===== config.mk =====
export PLATFORM = sky130hd
export DESIGN_NAME = wav_pcm_stream_decoder_unit_flat
export DESIGN_NICKNAME = d
export VERILOG_FILES = /design/src/rtl/wpsd_pkg.sv /design/src/rtl/wpsd_in_if.sv /design/src/rtl/wpsd_out_if.sv /design/src/rtl/wpsd_front.sv /design/src/rtl/wpsd_queue.sv /design/src/rtl/wpsd_back.sv /design/src/rtl/wav_pcm_stream_decoder_unit.sv /design/src/flat_wrapper.sv
export SDC_FILE = /design/constraint.sdc
export NUM_CORES = 1
export LEC_CHECK = 0
export BUFFER_PORTS_ARGS = -buffer_cell sky130_fd_sc_hd__buf_2
export CORE_MARGIN = 2
export CORE_UTILIZATION = 30
export CTS_BUF_LIST = sky130_fd_sc_hd__clkbuf_2 sky130_fd_sc_hd__clkbuf_4 sky130_fd_sc_hd__clkbuf_8
export DETAILED_ROUTE_END_ITERATION = 12
export SLEW_MARGIN = 40
export SYNTH_ARGS = -nofsm -noshare
export SYNTH_HDL_FRONTEND = slang
export SYNTH_SLANG_ARGS = --single-unit
export TNS_END_PERCENT = 50

===== constraint.sdc =====
create_clock -name clk -period 16.8 [get_ports clk]
set_input_delay 1.68 -clock clk [delete_from_list [all_inputs] [get_ports clk]]
set_output_delay 1.68 -clock clk [all_outputs]
set_load 0.02 [all_outputs]

===== src/rtl/wpsd_pkg.sv =====
// Package for the WAV PCM stream decoder: shared constants, codes and the
// queue entry type passed from the parser front to the sample back end.
// No dependencies.
package wpsd_pkg;

    localparam int MAX_CHANNELS      = 8;
    localparam int CH_W              = $clog2(MAX_CHANNELS + 1);
    localparam int SUM_W             = 16 + $clog2(MAX_CHANNELS);
    localparam int DIV_CNT_W         = $clog2(SUM_W + 1);
    localparam int MIN_FILE_BYTES    = 44;
    localparam int FMT_CAPTURE_BYTES = 16;
    localparam int QUEUE_DEPTH       = 4;
    localparam int QUEUE_AW          = $clog2(QUEUE_DEPTH);

    localparam logic [31:0] TAG_DATA = 32'h6461_7461;
    localparam logic [31:0] TAG_FMT  = 32'h666D_7420;
    localparam logic [15:0] FMT_PCM   = 16'd1;
    localparam logic [15:0] FMT_FLOAT = 16'd3;

    typedef enum logic [1:0] {
        KIND_SAMPLE = 2'd0,
        KIND_INFO   = 2'd1,
        KIND_ERROR  = 2'd2,
        KIND_END    = 2'd3
    } kind_t;

    typedef enum logic [2:0] {
        ERR_MAGIC   = 3'd0,
        ERR_SHORT   = 3'd1,
        ERR_NO_DATA = 3'd2,
        ERR_NO_CHAN = 3'd3,
        ERR_FORMAT  = 3'd4
    } err_t;

    // One entry per input byte that causes any result.
    typedef struct packed {
        logic               has_sample;
        logic signed [15:0] sample;
        logic               frame_end;
        logic [CH_W-1:0]    chans_div;
        logic               has_info;
        logic [31:0]        rate;
        logic [15:0]        chans;
        logic               has_term;
        kind_t              term_kind;
        err_t               err;
    } entry_t;

    function automatic logic [7:0] magic_byte(input logic [3:0] idx);
        logic [7:0] val;
        case (idx)
            4'd0:    val = 8'h52;
            4'd1:    val = 8'h49;
            4'd2:    val = 8'h46;
            4'd3:    val = 8'h46;
            4'd8:    val = 8'h57;
            4'd9:    val = 8'h41;
            4'd10:   val = 8'h56;
            4'd11:   val = 8'h45;
            default: val = 8'h00;
        endcase
        return val;
    endfunction

endpackage


===== src/rtl/wpsd_in_if.sv =====
// Byte input channel of the WAV PCM stream decoder.
// Depends on nothing.
interface wpsd_in_if;
    logic       valid;
    logic       ready;
    logic [7:0] byte_value;
    logic       end_of_file;

    modport source (output valid, output byte_value, output end_of_file, input ready);
    modport sink   (input valid, input byte_value, input end_of_file, output ready);
endinterface


===== src/rtl/wpsd_out_if.sv =====
// Result output channel of the WAV PCM stream decoder.
// Depends on wpsd_pkg.
interface wpsd_out_if;
    logic                  valid;
    logic                  ready;
    wpsd_pkg::kind_t       kind;
    logic signed [15:0]    mono_sample;
    logic [31:0]           rate_hz;
    logic [15:0]           channel_count;
    logic [2:0]            error_code;
    logic                  last;

    modport source (output valid, output kind, output mono_sample, output rate_hz,
                    output channel_count, output error_code, output last, input ready);
    modport sink   (input valid, input kind, input mono_sample, input rate_hz,
                    input channel_count, input error_code, input last, output ready);
endinterface


===== src/rtl/wpsd_front.sv =====
// Parser front: walks RIFF chunks byte by byte, captures the fmt fields,
// assembles samples and pushes queue entries. Depends on wpsd_pkg, wpsd_in_if.
module wpsd_front (
    input  logic                clk,
    input  logic                rst_n,
    wpsd_in_if.sink             bytes,
    input  logic                q_full,
    output logic                q_push,
    output wpsd_pkg::entry_t    q_entry
);

    typedef enum logic [7:0] {
        PH_MAGIC    = 8'b0000_0001,
        PH_CHUNK_ID = 8'b0000_0010,
        PH_SIZE     = 8'b0000_0100,
        PH_BODY     = 8'b0000_1000,
        PH_PAD      = 8'b0001_0000,
        PH_DATA     = 8'b0010_0000,
        PH_TAIL     = 8'b0100_0000,
        PH_FAIL     = 8'b1000_0000
    } phase_t;

    phase_t                      phase_reg, phase_next;
    logic [5:0]                  pos_reg, pos_next;
    logic [31:0]                 tag_reg, tag_next;
    logic [31:0]                 left_reg, left_next;
    logic [15:0]                 fmt_reg, fmt_next;
    logic [15:0]                 chs_reg, chs_next;
    logic [15:0]                 bps_reg, bps_next;
    logic [31:0]                 rate_reg, rate_next;
    logic [23:0]                 asm_reg, asm_next;
    logic [1:0]                  bis_reg, bis_next;
    logic [wpsd_pkg::CH_W-1:0]   chi_reg, chi_next;
    logic                        pad_reg, pad_next;
    logic [4:0]                  foff_reg, foff_next;
    wpsd_pkg::err_t              perr_reg, perr_next;

    logic                        accept;
    logic [7:0]                  b;
    logic [31:0]                 size_word;
    logic [31:0]                 asm_word;
    logic                        usable;
    logic                        smp_done;
    logic [wpsd_pkg::CH_W:0]     chi_inc;

    function automatic logic [31:0] put_byte32(input logic [31:0] v, input logic [1:0] k,
                                               input logic [7:0] d);
        logic [31:0] r;
        r = v;
        case (k)
            2'd0:    r[7:0]   = d;
            2'd1:    r[15:8]  = d;
            2'd2:    r[23:16] = d;
            default: r[31:24] = d;
        endcase
        return r;
    endfunction

    // Float to Q1.15: scale by 32768, truncate toward zero, saturate; NaN gives 0.
    function automatic logic signed [15:0] float_to_q15(input logic [31:0] bits);
        logic [7:0]  ex;
        logic [22:0] man;
        logic        sat;
        logic        nan;
        logic [23:0] mag;
        logic [7:0]  rs;
        logic [15:0] res;
        ex  = bits[30:23];
        man = bits[22:0];
        sat = 1'b0;
        nan = 1'b0;
        mag = '0;
        rs  = 8'd135 - ex;
        if (ex == 8'hFF)
        begin
            if (man != '0)
                nan = 1'b1;
            else
                sat = 1'b1;
        end
        else if (ex == 8'd0)
            mag = '0;
        else if (ex >= 8'd135)
            sat = 1'b1;
        else if (rs <= 8'd23)
            mag = {1'b1, man} >> rs[4:0];
        if (nan)
            res = 16'h0000;
        else if (bits[31])
            res = (sat || mag >= 24'd32768) ? 16'h8000 : (~mag[15:0]) + 16'd1;
        else
            res = (sat || mag > 24'd32767) ? 16'h7FFF : mag[15:0];
        return res;
    endfunction

    assign accept      = bytes.valid && bytes.ready;
    assign bytes.ready = !q_full;
    assign b           = bytes.byte_value;
    assign size_word   = put_byte32(left_reg, bis_reg, b);
    assign asm_word    = put_byte32({8'd0, asm_reg}, bis_reg, b);
    assign usable      = (chs_reg <= 16'(wpsd_pkg::MAX_CHANNELS)) &&
                         ((fmt_reg == wpsd_pkg::FMT_PCM && bps_reg == 16'd16) ||
                          (fmt_reg == wpsd_pkg::FMT_FLOAT && bps_reg == 16'd32));
    assign smp_done    = (fmt_reg == wpsd_pkg::FMT_FLOAT) ? (bis_reg == 2'd3)
                                                          : (bis_reg == 2'd1);
    assign chi_inc     = {1'b0, chi_reg} + 1'b1;

    always_comb
    begin
        phase_next = phase_reg;
        pos_next   = pos_reg;
        tag_next   = tag_reg;
        left_next  = left_reg;
        fmt_next   = fmt_reg;
        chs_next   = chs_reg;
        bps_next   = bps_reg;
        rate_next  = rate_reg;
        asm_next   = asm_reg;
        bis_next   = bis_reg;
        chi_next   = chi_reg;
        pad_next   = pad_reg;
        foff_next  = foff_reg;
        perr_next  = perr_reg;
        q_entry    = '0;
        q_push     = 1'b0;
        if (accept)
        begin
            if (pos_reg != 6'h3F)
                pos_next = pos_reg + 6'd1;
            case (phase_reg)
                PH_MAGIC:
                begin
                    if ((pos_reg < 6'd4 || pos_reg >= 6'd8) &&
                        b != wpsd_pkg::magic_byte(pos_reg[3:0]))
                    begin
                        perr_next  = wpsd_pkg::ERR_MAGIC;
                        phase_next = PH_FAIL;
                    end
                    else if (pos_reg >= 6'd11)
                    begin
                        phase_next = PH_CHUNK_ID;
                        tag_next   = '0;
                        bis_next   = '0;
                    end
                end
                PH_CHUNK_ID:
                begin
                    tag_next = {tag_reg[23:0], b};
                    if (bis_reg == 2'd3)
                    begin
                        bis_next   = '0;
                        left_next  = '0;
                        phase_next = PH_SIZE;
                    end
                    else
                        bis_next = bis_reg + 2'd1;
                end
                PH_SIZE:
                begin
                    left_next = size_word;
                    if (bis_reg != 2'd3)
                        bis_next = bis_reg + 2'd1;
                    else
                    begin
                        bis_next = '0;
                        if (tag_reg == wpsd_pkg::TAG_DATA)
                        begin
                            if (chs_reg == '0)
                            begin
                                perr_next  = wpsd_pkg::ERR_NO_CHAN;
                                phase_next = PH_FAIL;
                            end
                            else if (!usable)
                            begin
                                perr_next  = wpsd_pkg::ERR_FORMAT;
                                phase_next = PH_FAIL;
                            end
                            else
                            begin
                                q_entry.has_info = 1'b1;
                                q_entry.rate     = rate_reg;
                                q_entry.chans    = chs_reg;
                                asm_next         = '0;
                                chi_next         = '0;
                                phase_next       = (size_word != '0) ? PH_DATA : PH_TAIL;
                            end
                        end
                        else
                        begin
                            pad_next = size_word[0];
                            if (tag_reg == wpsd_pkg::TAG_FMT)
                            begin
                                foff_next = '0;
                                if (size_word < 32'(wpsd_pkg::FMT_CAPTURE_BYTES))
                                    fmt_next = '0;
                            end
                            if (size_word != '0)
                                phase_next = PH_BODY;
                            else
                            begin
                                phase_next = PH_CHUNK_ID;
                                tag_next   = '0;
                            end
                        end
                    end
                end
                PH_BODY:
                begin
                    if (tag_reg == wpsd_pkg::TAG_FMT &&
                        foff_reg < 5'(wpsd_pkg::FMT_CAPTURE_BYTES))
                    begin
                        case (foff_reg)
                            5'd0:  fmt_next[7:0]    = b;
                            5'd1:  fmt_next[15:8]   = b;
                            5'd2:  chs_next[7:0]    = b;
                            5'd3:  chs_next[15:8]   = b;
                            5'd4:  rate_next[7:0]   = b;
                            5'd5:  rate_next[15:8]  = b;
                            5'd6:  rate_next[23:16] = b;
                            5'd7:  rate_next[31:24] = b;
                            5'd14: bps_next[7:0]    = b;
                            5'd15: bps_next[15:8]   = b;
                            default: ;
                        endcase
                        foff_next = foff_reg + 5'd1;
                    end
                    left_next = left_reg - 32'd1;
                    if (left_reg == 32'd1)
                    begin
                        if (pad_reg)
                            phase_next = PH_PAD;
                        else
                        begin
                            phase_next = PH_CHUNK_ID;
                            tag_next   = '0;
                            bis_next   = '0;
                        end
                    end
                end
                PH_PAD:
                begin
                    phase_next = PH_CHUNK_ID;
                    tag_next   = '0;
                    bis_next   = '0;
                end
                PH_DATA:
                begin
                    if (smp_done)
                    begin
                        q_entry.has_sample = 1'b1;
                        if (fmt_reg == wpsd_pkg::FMT_FLOAT)
                            q_entry.sample = float_to_q15({b, asm_reg});
                        else
                            q_entry.sample = {b, asm_reg[7:0]};
                        q_entry.chans_div = chs_reg[wpsd_pkg::CH_W-1:0];
                        bis_next = '0;
                        asm_next = '0;
                        if ({16'd0, chi_inc} >= {{(wpsd_pkg::CH_W+1){1'b0}}, chs_reg})
                        begin
                            q_entry.frame_end = 1'b1;
                            chi_next          = '0;
                        end
                        else
                            chi_next = chi_inc[wpsd_pkg::CH_W-1:0];
                    end
                    else
                    begin
                        asm_next = asm_word[23:0];
                        bis_next = bis_reg + 2'd1;
                    end
                    left_next = left_reg - 32'd1;
                    if (left_reg == 32'd1)
                        phase_next = PH_TAIL;
                end
                default: ;
            endcase

            if (bytes.end_of_file)
            begin
                q_entry.has_term = 1'b1;
                if (phase_next == PH_DATA || phase_next == PH_TAIL)
                    q_entry.term_kind = wpsd_pkg::KIND_END;
                else
                begin
                    q_entry.term_kind = wpsd_pkg::KIND_ERROR;
                    if (pos_next < 6'(wpsd_pkg::MIN_FILE_BYTES))
                        q_entry.err = wpsd_pkg::ERR_SHORT;
                    else if (phase_next == PH_FAIL)
                        q_entry.err = perr_reg == perr_next ? perr_reg : perr_next;
                    else
                        q_entry.err = wpsd_pkg::ERR_NO_DATA;
                end
                phase_next = PH_MAGIC;
                pos_next   = '0;
                tag_next   = '0;
                left_next  = '0;
                fmt_next   = '0;
                chs_next   = 16'd1;
                bps_next   = 16'd16;
                rate_next  = '0;
                asm_next   = '0;
                bis_next   = '0;
                chi_next   = '0;
                pad_next   = 1'b0;
                foff_next  = '0;
                perr_next  = wpsd_pkg::ERR_MAGIC;
            end
            q_push = q_entry.has_sample || q_entry.has_info || q_entry.has_term;
        end
    end

    always_ff @(posedge clk or negedge rst_n)
    begin
        if (!rst_n)
        begin
            phase_reg <= PH_MAGIC;
            pos_reg   <= '0;
            tag_reg   <= '0;
            left_reg  <= '0;
            fmt_reg   <= '0;
            chs_reg   <= 16'd1;
            bps_reg   <= 16'd16;
            rate_reg  <= '0;
            asm_reg   <= '0;
            bis_reg   <= '0;
            chi_reg   <= '0;
            pad_reg   <= 1'b0;
            foff_reg  <= '0;
            perr_reg  <= wpsd_pkg::ERR_MAGIC;
        end
        else
        begin
            phase_reg <= phase_next;
            pos_reg   <= pos_next;
            tag_reg   <= tag_next;
            left_reg  <= left_next;
            fmt_reg   <= fmt_next;
            chs_reg   <= chs_next;
            bps_reg   <= bps_next;
            rate_reg  <= rate_next;
            asm_reg   <= asm_next;
            bis_reg   <= bis_next;
            chi_reg   <= chi_next;
            pad_reg   <= pad_next;
            foff_reg  <= foff_next;
            perr_reg  <= perr_next;
        end
    end

endmodule


===== src/rtl/wpsd_queue.sv =====
// Short first-in first-out queue of parser entries between front and back.
// Depends on wpsd_pkg.
module wpsd_queue (
    input  logic                clk,
    input  logic                rst_n,
    input  logic                push,
    input  wpsd_pkg::entry_t    push_entry,
    input  logic                pop,
    output wpsd_pkg::entry_t    head,
    output logic                full,
    output logic                empty
);

    wpsd_pkg::entry_t                  slot_reg [wpsd_pkg::QUEUE_DEPTH];
    logic [wpsd_pkg::QUEUE_AW-1:0]     wr_reg, wr_next;
    logic [wpsd_pkg::QUEUE_AW-1:0]     rd_reg, rd_next;
    logic [wpsd_pkg::QUEUE_AW:0]       cnt_reg, cnt_next;
    logic                              do_push;
    logic                              do_pop;

    assign full    = cnt_reg == (wpsd_pkg::QUEUE_AW+1)'(wpsd_pkg::QUEUE_DEPTH);
    assign empty   = cnt_reg == '0;
    assign head    = slot_reg[rd_reg];
    assign do_push = push && !full;
    assign do_pop  = pop && !empty;

    always_comb
    begin
        wr_next  = do_push ? wr_reg + 1'b1 : wr_reg;
        rd_next  = do_pop ? rd_reg + 1'b1 : rd_reg;
        cnt_next = cnt_reg + (wpsd_pkg::QUEUE_AW+1)'(do_push) -
                   (wpsd_pkg::QUEUE_AW+1)'(do_pop);
    end

    always_ff @(posedge clk)
    begin
        if (do_push)
            slot_reg[wr_reg] <= push_entry;
    end

    always_ff @(posedge clk or negedge rst_n)
    begin
        if (!rst_n)
        begin
            wr_reg  <= '0;
            rd_reg  <= '0;
            cnt_reg <= '0;
        end
        else
        begin
            wr_reg  <= wr_next;
            rd_reg  <= rd_next;
            cnt_reg <= cnt_next;
        end
    end

endmodule


===== src/rtl/wpsd_back.sv =====
// Back end: sums channel samples per frame, divides by the channel count
// with a bit-serial divider and drives the result register.
// Depends on wpsd_pkg and wpsd_out_if.
module wpsd_back (
    input  logic                clk,
    input  logic                rst_n,
    input  wpsd_pkg::entry_t    head,
    input  logic                empty,
    output logic                pop,
    wpsd_out_if.source          results
);

    typedef enum logic [5:0] {
        B_IDLE = 6'b00_0001,
        B_INFO = 6'b00_0010,
        B_ACC  = 6'b00_0100,
        B_DIV  = 6'b00_1000,
        B_SMP  = 6'b01_0000,
        B_TERM = 6'b10_0000
    } bstate_t;

    typedef struct packed {
        wpsd_pkg::kind_t    kind;
        logic signed [15:0] mono_sample;
        logic [31:0]        rate_hz;
        logic [15:0]        channel_count;
        logic [2:0]         error_code;
        logic               last;
    } result_t;

    bstate_t                            st_reg, st_next;
    wpsd_pkg::entry_t                   cur_reg, cur_next;
    logic signed [wpsd_pkg::SUM_W-1:0]  sum_reg, sum_next;
    logic [wpsd_pkg::SUM_W-1:0]         q_reg, q_next;
    logic [wpsd_pkg::CH_W-1:0]          r_reg, r_next;
    logic [wpsd_pkg::DIV_CNT_W-1:0]     cnt_reg, cnt_next;
    logic                               neg_reg, neg_next;
    logic                               ov_reg, ov_next;
    result_t                            out_reg, out_next;

    logic                               out_free;
    logic signed [wpsd_pkg::SUM_W-1:0]  acc;
    logic [wpsd_pkg::CH_W:0]            trial;
    logic                               ge;
    logic [15:0]                        mean;

    assign out_free = !ov_reg || results.ready;
    assign acc      = sum_reg + wpsd_pkg::SUM_W'(cur_reg.sample);
    assign trial    = {r_reg, q_reg[wpsd_pkg::SUM_W-1]};
    assign ge       = trial >= {1'b0, cur_reg.chans_div};
    assign mean     = neg_reg ? (~q_reg[15:0]) + 16'd1 : q_reg[15:0];

    always_comb
    begin
        st_next  = st_reg;
        cur_next = cur_reg;
        sum_next = sum_reg;
        q_next   = q_reg;
        r_next   = r_reg;
        cnt_next = cnt_reg;
        neg_next = neg_reg;
        ov_next  = ov_reg && !results.ready;
        out_next = out_reg;
        pop      = 1'b0;
        case (st_reg)
            B_IDLE:
            begin
                if (!empty)
                begin
                    pop      = 1'b1;
                    cur_next = head;
                    if (head.has_info)
                        st_next = B_INFO;
                    else if (head.has_sample)
                        st_next = B_ACC;
                    else
                        st_next = B_TERM;
                end
            end
            B_INFO:
            begin
                if (out_free)
                begin
                    out_next               = '0;
                    out_next.kind          = wpsd_pkg::KIND_INFO;
                    out_next.rate_hz       = cur_reg.rate;
                    out_next.channel_count = cur_reg.chans;
                    ov_next                = 1'b1;
                    sum_next               = '0;
                    st_next                = cur_reg.has_term ? B_TERM : B_IDLE;
                end
            end
            B_ACC:
            begin
                if (cur_reg.frame_end)
                begin
                    neg_next = acc[wpsd_pkg::SUM_W-1];
                    q_next   = acc[wpsd_pkg::SUM_W-1] ? -acc : acc;
                    r_next   = '0;
                    cnt_next = wpsd_pkg::DIV_CNT_W'(wpsd_pkg::SUM_W);
                    st_next  = B_DIV;
                end
                else
                begin
                    sum_next = acc;
                    st_next  = cur_reg.has_term ? B_TERM : B_IDLE;
                end
            end
            B_DIV:
            begin
                r_next   = ge ? wpsd_pkg::CH_W'(trial - {1'b0, cur_reg.chans_div})
                              : trial[wpsd_pkg::CH_W-1:0];
                q_next   = {q_reg[wpsd_pkg::SUM_W-2:0], ge};
                cnt_next = cnt_reg - 1'b1;
                if (cnt_reg == wpsd_pkg::DIV_CNT_W'(1))
                    st_next = B_SMP;
            end
            B_SMP:
            begin
                if (out_free)
                begin
                    out_next             = '0;
                    out_next.kind        = wpsd_pkg::KIND_SAMPLE;
                    out_next.mono_sample = mean;
                    ov_next              = 1'b1;
                    sum_next             = '0;
                    st_next              = cur_reg.has_term ? B_TERM : B_IDLE;
                end
            end
            B_TERM:
            begin
                if (out_free)
                begin
                    out_next      = '0;
                    out_next.kind = cur_reg.term_kind;
                    if (cur_reg.term_kind == wpsd_pkg::KIND_ERROR)
                        out_next.error_code = cur_reg.err;
                    out_next.last = 1'b1;
                    ov_next       = 1'b1;
                    sum_next      = '0;
                    st_next       = B_IDLE;
                end
            end
            default: st_next = B_IDLE;
        endcase
    end

    always_ff @(posedge clk)
    begin
        cur_reg <= cur_next;
        q_reg   <= q_next;
        r_reg   <= r_next;
        neg_reg <= neg_next;
        out_reg <= out_next;
    end

    always_ff @(posedge clk or negedge rst_n)
    begin
        if (!rst_n)
        begin
            st_reg  <= B_IDLE;
            sum_reg <= '0;
            cnt_reg <= '0;
            ov_reg  <= 1'b0;
        end
        else
        begin
            st_reg  <= st_next;
            sum_reg <= sum_next;
            cnt_reg <= cnt_next;
            ov_reg  <= ov_next;
        end
    end

    assign results.valid         = ov_reg;
    assign results.kind          = out_reg.kind;
    assign results.mono_sample   = out_reg.mono_sample;
    assign results.rate_hz       = out_reg.rate_hz;
    assign results.channel_count = out_reg.channel_count;
    assign results.error_code    = out_reg.error_code;
    assign results.last          = out_reg.last;

endmodule


===== src/rtl/wav_pcm_stream_decoder_unit.sv =====
// Top level of the WAV PCM stream decoder.
// Depends on wpsd_pkg, wpsd_in_if, wpsd_out_if, wpsd_front, wpsd_queue, wpsd_back.
//
// The decoder takes a WAV file one byte per transaction on the bytes channel,
// with end_of_file set on the final byte, and returns result transactions on
// the results channel. The parser front takes one byte every cycle while its
// four-entry queue has room; it checks the RIFF and WAVE magic, walks chunks
// with word padding, captures the fmt fields and assembles PCM16 or float32
// samples, converting floats to Q1.15 with saturation as the last byte of
// each sample arrives. The back end sums the samples of each frame and
// divides the sum by the channel count, truncating toward zero, with a
// bit-serial divider that yields one quotient bit per step over the 16 plus
// log2(MAX_CHANNELS) bits of the sum, 19 at the default of eight channels.
// Byte input runs at one per cycle until the queue fills, so the sustained
// rate is set by the back end and its divider. An info result comes when a
// usable data chunk header completes, and an end or error result, flagged
// with last, answers the end-of-file byte; the decoder then starts over on
// the next byte. A finished result waits in the output register while the
// front keeps taking bytes.
module wav_pcm_stream_decoder_unit (
    input  logic        clk,
    input  logic        rst_n,
    wpsd_in_if.sink     bytes,
    wpsd_out_if.source  results
);

    wpsd_pkg::entry_t   push_entry;
    wpsd_pkg::entry_t   head;
    logic               push;
    logic               pop;
    logic               full;
    logic               empty;

    // Parser front: accepts and classifies bytes.
    wpsd_front u_front (
        .clk     (clk),
        .rst_n   (rst_n),
        .bytes   (bytes),
        .q_full  (full),
        .q_push  (push),
        .q_entry (push_entry)
    );

    // Decouples byte intake from the divider in the back end.
    wpsd_queue u_queue (
        .clk        (clk),
        .rst_n      (rst_n),
        .push       (push),
        .push_entry (push_entry),
        .pop        (pop),
        .head       (head),
        .full       (full),
        .empty      (empty)
    );

    // Back end: frame sums, division and the result register.
    wpsd_back u_back (
        .clk     (clk),
        .rst_n   (rst_n),
        .head    (head),
        .empty   (empty),
        .pop     (pop),
        .results (results)
    );

endmodule


===== src/flat_wrapper.sv =====
// flat-port wrapper written by rule: the top's interface ports become plain ports
module wav_pcm_stream_decoder_unit_flat 
  (clk, rst_n, bytes_valid, bytes_byte_value, bytes_end_of_file, bytes_ready, results_valid, results_kind, results_mono_sample, results_rate_hz, results_channel_count, results_error_code, results_last, results_ready);
  wpsd_in_if bytes_i ();
  wpsd_out_if results_i ();
  input  logic clk;
  input  logic rst_n;
  input wire logic [$bits(bytes_i.valid)-1:0] bytes_valid;
  input wire logic [$bits(bytes_i.byte_value)-1:0] bytes_byte_value;
  input wire logic [$bits(bytes_i.end_of_file)-1:0] bytes_end_of_file;
  output wire logic [$bits(bytes_i.ready)-1:0] bytes_ready;
  output wire logic [$bits(results_i.valid)-1:0] results_valid;
  output wire logic [$bits(results_i.kind)-1:0] results_kind;
  output wire logic [$bits(results_i.mono_sample)-1:0] results_mono_sample;
  output wire logic [$bits(results_i.rate_hz)-1:0] results_rate_hz;
  output wire logic [$bits(results_i.channel_count)-1:0] results_channel_count;
  output wire logic [$bits(results_i.error_code)-1:0] results_error_code;
  output wire logic [$bits(results_i.last)-1:0] results_last;
  input wire logic [$bits(results_i.ready)-1:0] results_ready;
  assign bytes_i.valid = bytes_valid;
  assign bytes_i.byte_value = bytes_byte_value;
  assign bytes_i.end_of_file = bytes_end_of_file;
  assign bytes_ready = bytes_i.ready;
  assign results_valid = results_i.valid;
  assign results_kind = results_i.kind;
  assign results_mono_sample = results_i.mono_sample;
  assign results_rate_hz = results_i.rate_hz;
  assign results_channel_count = results_i.channel_count;
  assign results_error_code = results_i.error_code;
  assign results_last = results_i.last;
  assign results_i.ready = results_ready;
  wav_pcm_stream_decoder_unit u_core (.clk(clk), .rst_n(rst_n), .bytes(bytes_i), .results(results_i));
endmodule

Word level (Yosys, flattened, before mapping)

Memory sizes are Yosys's and may differ from the RTL's.
Index checks and enable logic that the tools add are counted.

Register bits: 404
Latch bits: 0
Memory bits (writable): 308
Memory bits (read-only): 96
Bits of input ports: 13
Output and inout bits: 72
Word-level logic and storage cells: 416
Memories: 2

Add/subtract/negate cells: 16
Multipliers: 0
Divide/modulo/power cells: 0
$lt $le $gt $ge: 13
Equal/unequal tests: 73
Shifts and indexed selects: 1
Mux-type cells: 186
Bitwise operators: 3
Reductions and logical operators: 76

Memory list:

| name                    | words | bits a word | rd ports | clocked after Yosys merged registers in | wr ports | RTL line         | RTL |
|---|---|---|---|---|---|---|---|
| u_core.u_queue.slot_reg | 4     | 77          | 1        | 0                                       | 1        | wpsd_queue.sv:14 | `wpsd_pkg::entry_t slot_reg [wpsd_pkg::QUEUE_DEPTH];` |
| (no name shown)         | 16    | 6           | 1        | 0                                       | 0        | wpsd_pkg.sv:51   | `case (idx)` |

Operators with widths:

| cell                                                                     | number |
|---|---|
| 32-bit two-way mux                                                       | 13 |
| 24-bit two-way mux                                                       | 14 |
| 49-bit two-way mux                                                       | 6 |
| 16-bit two-way mux                                                       | 18 |
| 8-bit two-way mux                                                        | 30 |
| 70-bit two-way mux                                                       | 3 |
| 70-bit one-hot mux with 3 select lines                                   | 1 |
| 32-bit one-hot mux with 5 select lines                                   | 1 |
| 32-bit one-hot mux with 3 select lines                                   | 1 |
| 6-bit two-way mux                                                        | 13 |
| 77-bit two-way mux                                                       | 1 |
| 19-bit two-way mux                                                       | 4 |
| 19-bit one-hot mux with 2 select lines                                   | 2 |
| 22-bit two-way mux                                                       | 3 |
| 32-bit by 31-bit equality test with 1-bit output (second input constant) | 2 |
| 24-bit one-hot mux with 2 select lines                                   | 1 |
| 8-bit one-hot mux with 6 select lines                                    | 1 |
| 3-bit inequality test (second input constant)                            | 15 |
| 4-bit AND reduction                                                      | 11 |
| 4-bit two-way mux                                                        | 10 |
| 3-bit two-way mux                                                        | 12 |
| 5-bit two-way mux                                                        | 7 |
| 16-bit by 1-bit adder with 16-bit output (second input constant)         | 2 |
| 32-bit by 1-bit equality test with 1-bit output (second input constant)  | 1 |
| other kinds (92)                                                         | 196 |

Depth between registers and ports, before layout

Depth in word-level cells: 25
Depth in mapped cells: 17
Mapped depth without buffers: 15

Modules after synthesis

A second synthesis with hierarchy kept.

Cell total of the unflattened synthesis: 2731
Area, all modules: 34003.9 µm²

Modules (own cells, without submodules):

| module     | instances | cells each | area an instance (µm²) | seq. area each (µm²) |
|---|---|---|---|---|
| wpsd_front | 1         | 1575       | 13402.9                | 4933.5 |
| wpsd_queue | 1         | 444        | 11577.4                | 9424.0 |
| wpsd_back  | 1         | 712        | 9023.7                 | 5851.9 |

Worst setup path before layout

Ideal clock, no wire load.

Path type: register -> register
Start: register u_core.u_back.st_reg[4]
End: register u_core.u_queue.cnt_reg[2] in the netlist's numbering
Library setup time: 0.123 ns
Arrival time: 5.832 ns
Required time: 16.677 ns
Slack: 10.845 ns
Cell stages (with the launch flop): 12
Path buffers: 1
Clock period less this slack: 5.955 ns
Path through: dfrtp_1 > clkbuf_1 > nor4b_1 > nand2_1 > nor2_1 > ha_1 > inv_1 > ha_1 > inv_1 > fa_1 > xnor2_1 > xnor2_1

Word-level cells in the longest chain between the ends: 4

RTL lines:

| what                                           | RTL line                          | RTL |
|---|---|---|
| from (decl)                                    | wpsd_back.sv:31                   | `bstate_t st_reg, st_next;` |
| from (signal assigned)                         | wpsd_back.sv:168                  | `st_reg <= st_next;` |
| 6-bit by 1-bit equality test with 1-bit output | wpsd_back.sv:65                   | `case (st_reg)` |
| 1-bit two-way mux                              | wpsd_back.sv:65                   |  |
| via u_core.pop                                 | wav_pcm_stream_decoder_unit.sv:30 | `logic pop;` |
| 1-bit logical AND                              | wpsd_queue.sv:25                  | `assign do_pop = pop && !empty;` |
| 3-bit by 1-bit subtractor with 3-bit output    | wpsd_queue.sv:31                  | `cnt_next = cnt_reg + (wpsd_pkg::QUEUE_AW+1)'(do_push) -` |
| via u_core.u_queue.cnt_next (one bit)          | wpsd_queue.sv:17                  | `logic [wpsd_pkg::QUEUE_AW:0] cnt_reg, cnt_next;` |
| to (signal assigned)                           | wpsd_queue.sv:53                  | `cnt_reg <= cnt_next;` |
| to (decl)                                      | wpsd_queue.sv:17                  |  |

The timed path passes the listed nets, and every way through them passes these cells.
A chain may end at the register's enable or synchronous reset.

==> impl_metrics.toml <==
[power]
worst_ir_drop_vdd_uv = 111
powerDensity_nw_per_um2 = 151
power.total_mw = 5.73
total_leakage_power_nw = 14.1

[timing]
layout_worst_path_cycle_share_pct = 31.9
max_freq_ghz = 0.187
tns_ps = 0
setup_viol = 0
slew_headroom_pct = 43.9
skew_ps = 53.1
grt_setup_unrepaired = "no"
tightest_slew_ps = 842
max_slew_violation_total_from_the_final_report = 0
final.min_clock_period_ps = 5360
hold_violations = 0

[synthesis]
synthDominantCellAreaShare_pct = 42.5
dominantRegCellSynth = "sky130_fd_sc_hd__edfxtp_1"
syn-mean-instance-area_sq_um = 12.5
synth_top_cells_by_area = "sky130_fd_sc_hd__edfxtp_1 (43%), sky130_fd_sc_hd__dfrtp_1 (17%), sky130_fd_sc_hd__mux4_2 (6.1%)"
synth.most_common_cell = "sky130_fd_sc_hd__edfxtp_1"
synth-edff-count = 472
synth.top_cells.by_count = "sky130_fd_sc_hd__edfxtp_1 (472), sky130_fd_sc_hd__o21ai_0 (240), sky130_fd_sc_hd__dfrtp_1 (231)"
yosys.cell_types.count = 96
synthesis.yosys.warnings = 0
ys_ff_latch = 707
postSynth.asyncResetShare_pct = 33.2
synth_area_sq_um = 33300
seq_area_frac_synth_pct = 60.2
synth_area_leader_cell = "sky130_fd_sc_hd__edfxtp_1"
synth_cells = 2675

[clocking]
clock_tree_from_tritoncts = "built"
ctsResizeCount = 0
htree_num_levels = 3
insertion_delay_ps = 790
tritoncts.num_buffers = 116
number_of_setup_buffers_added_after_cts = 0
clkSlewWorstSetupHoldPaths_ps = 60
numClockSinks = 707
hold_buffers = 0
clock-root-buffer = "sky130_fd_sc_hd__clkbuf_8"
maximum_buffer_depth_of_the_clock_tree = 3

[detailed_routing]
routedWlPerCell_um = 17.8
first_pass_iters = 7
drc_violation_total_after_the_first_tritonroute_iteration = 1929
drt-total-wl_um = 77800
dr_vias = 21936
drtAntennaViolNets = 0
avgViaCountPerCell = 5.01
drt_drc_violations_left = 0

[setup_path]
r2r.worst_path.cells = 7
worst-setup-path-type = "in2reg"
critical_path_s_slowest_cell = "sky130_fd_sc_hd__ha_1"
cp-start-kind = "input pin"
cpPeakStageDelay_ps = 760
cp_data_arrival_time_ps = 5990
critPathMaxFanout = 41
crit-reg2reg-launch = "u_core.u_front.chs_reg[1]"
rrSetupSlack_ps = 12230
setup.worst_path.start = "bytes_byte_value[2]"
cp_data_required_time_ps = 17430
cp-end-kind = "flip-flop"
path_buf_inv = 3
critPathTopFamily = "simple AND/OR/NAND/NOR gates"
cp-endpoint = "u_core.u_queue.slot_reg[0][72]"
worstReg2RegEnd = "u_core.u_queue.slot_reg[2][19]"
crit_cells = 13
crit_path_cell_trace = "buf_2, buf_4, inv_1, ha_1, and3b_1, a211oi_2, a2111o_1, a211oi_1, or4_4, or4b_4, xnor2_2, a221oi_1, a21o_1"

[cells_and_area]
n_fill_cell = 10992
drive_gt1_share_pct = 17.7
register_area_sq_um = 20100
largest_reg_flops = 304
finalNetCount = 2865
multi_input_comb_area_sq_um = 12700
areaGrowthSynthToFinish_pct = 14.2

[global_route]
grt_start_max_net_pins = 150
global_route.usage.total_pct = 13.6
first_global_vias = 21484
antenna_found_initial = 2
remaining_overflow_grt = 0
grt_first_pass_wirelength_um = 124000

[floorplan]
chipWidth_um = 337
floorplan.initialDensity_pct = 30.2
chipHeight_um = 337
placementRows = 122
core_sq_um = 111000
top_level_ports = 85
design.die.area_sq_um = 114000

[placement]
portBuffers = 84
dpl.hpwl_um = 48800
globalplace.congestion = 0.852

[status]
outcome = "complete, no violations"

[min_path]
worst_hold_path_type = "reg2reg"

[run]
max_cap_viols = 0
==> worst min-delay path, cell delays in order, from the launching register on <==
cell	delay (ps)
sky130_fd_sc_hd__dfrtp_1	330
sky130_fd_sc_hd__nand2_1	40
sky130_fd_sc_hd__o21ai_0	60
==> routing by layer <==
| layer | wire length [um] | global-route usage [%] |
|---|---|---|
| met5 | 11 | 0 |
| met4 | 1940 | 4.46 |
| met3 | 4330 | 2.45 |
| met2 | 35200 | 21.2 |
| met1 | 36400 | 19.2 |
==> worst min-delay path by stage <==
stage	startpoint	endpoint	slack, ps	depth (start not counted)
after floorplan	u_core.u_front.rate_reg[0]	u_core.u_front.rate_reg[0]	440	2
after global placement	u_core.u_front.rate_reg[20]	u_core.u_front.rate_reg[20]	450	2
after detailed placement	u_core.u_front.rate_reg[7]	u_core.u_front.rate_reg[7]	460	2
after CTS	u_core.u_front.rate_reg[3]	u_core.u_front.rate_reg[3]	480	2
after global routing	u_core.u_front.rate_reg[23]	u_core.u_front.rate_reg[23]	490	2
final	u_core.u_front.rate_reg[28]	u_core.u_front.rate_reg[28]	470	2
==> layout by cell type, fill, tap and decap left out, types with 55 or more instances in the layout <==
master,instances
sky130_fd_sc_hd__inv_1,69
sky130_fd_sc_hd__mux4_2,91
sky130_fd_sc_hd__o21ai_0,239
sky130_fd_sc_hd__nand2_1,214
sky130_fd_sc_hd__nor3_1,62
sky130_fd_sc_hd__ha_1,55
sky130_fd_sc_hd__nor2_1,173
sky130_fd_sc_hd__buf_2,83
sky130_fd_sc_hd__a21oi_1,105
sky130_fd_sc_hd__dfrtp_1,229
sky130_fd_sc_hd__clkbuf_8,123
sky130_fd_sc_hd__edfxtp_1,472
sky130_fd_sc_hd__and3_1,63
==> power breakdown <==
| part | leakage, nW | internal, mW | switching (mW) | total, mW |
|---|---|---|---|---|
| clock network | 1.30 | 0.869 | 0.713 | 1.58 |
| logic | 5.38 | 0.649 | 0.979 | 1.63 |
| registers | 7.42 | 2.35 | 0.173 | 2.52 |
| total | 14.1 | 3.87 | 1.86 | 5.73 |
==> cell families after synthesis <==
group | after synthesis | share of synthesized area (%)
adders and majority gates | 60 | 2.32
buffers and inverters | 235 | 2.81
muxes | 176 | 8.93
DFF | 707 | 60.2
AOI/OAI and AO/OA | 599 | 11.2
and+or+nand+nor | 822 | 12.5
other | 1 | 0.0112
xor gates and xnor gates | 75 | 1.99
==> stage by stage <==
| step | setup WS [ps] | hold slack [ps] | area [sq um] | instances | util (%) |
|---|---|---|---|---|---|
| 3_5_place_dp | 10700 | 462 | 35500 | 4161 | 32.2 |
| 6_report | 11440 | 470 | 38100 | 4379 | 34.4 |
| 4_1_cts | 11570 | 475 | 38000 | 4377 | 34.4 |
| 2_1_floorplan | 10850 | 442 | 33500 | 2722 | - |
| 5_1_grt | 11210 | 492 | 38100 | 4379 | 34.4 |
| 3_3_place_gp | 10740 | 453 | 35400 | 4160 | 32.1 |
==> layout make-up <==
type	instances	share of cell area, %
diodes	1	0.00658
repair buffers	114	1.86
clock inverters	52	1.22
well taps	1488	4.89
multi-input cells	1780	33.3
clock buffers	164	5.26
flip-flops and latches	707	52.7
inverters	73	0.720
Note: power is estimated with default switching activity, not from simulation.
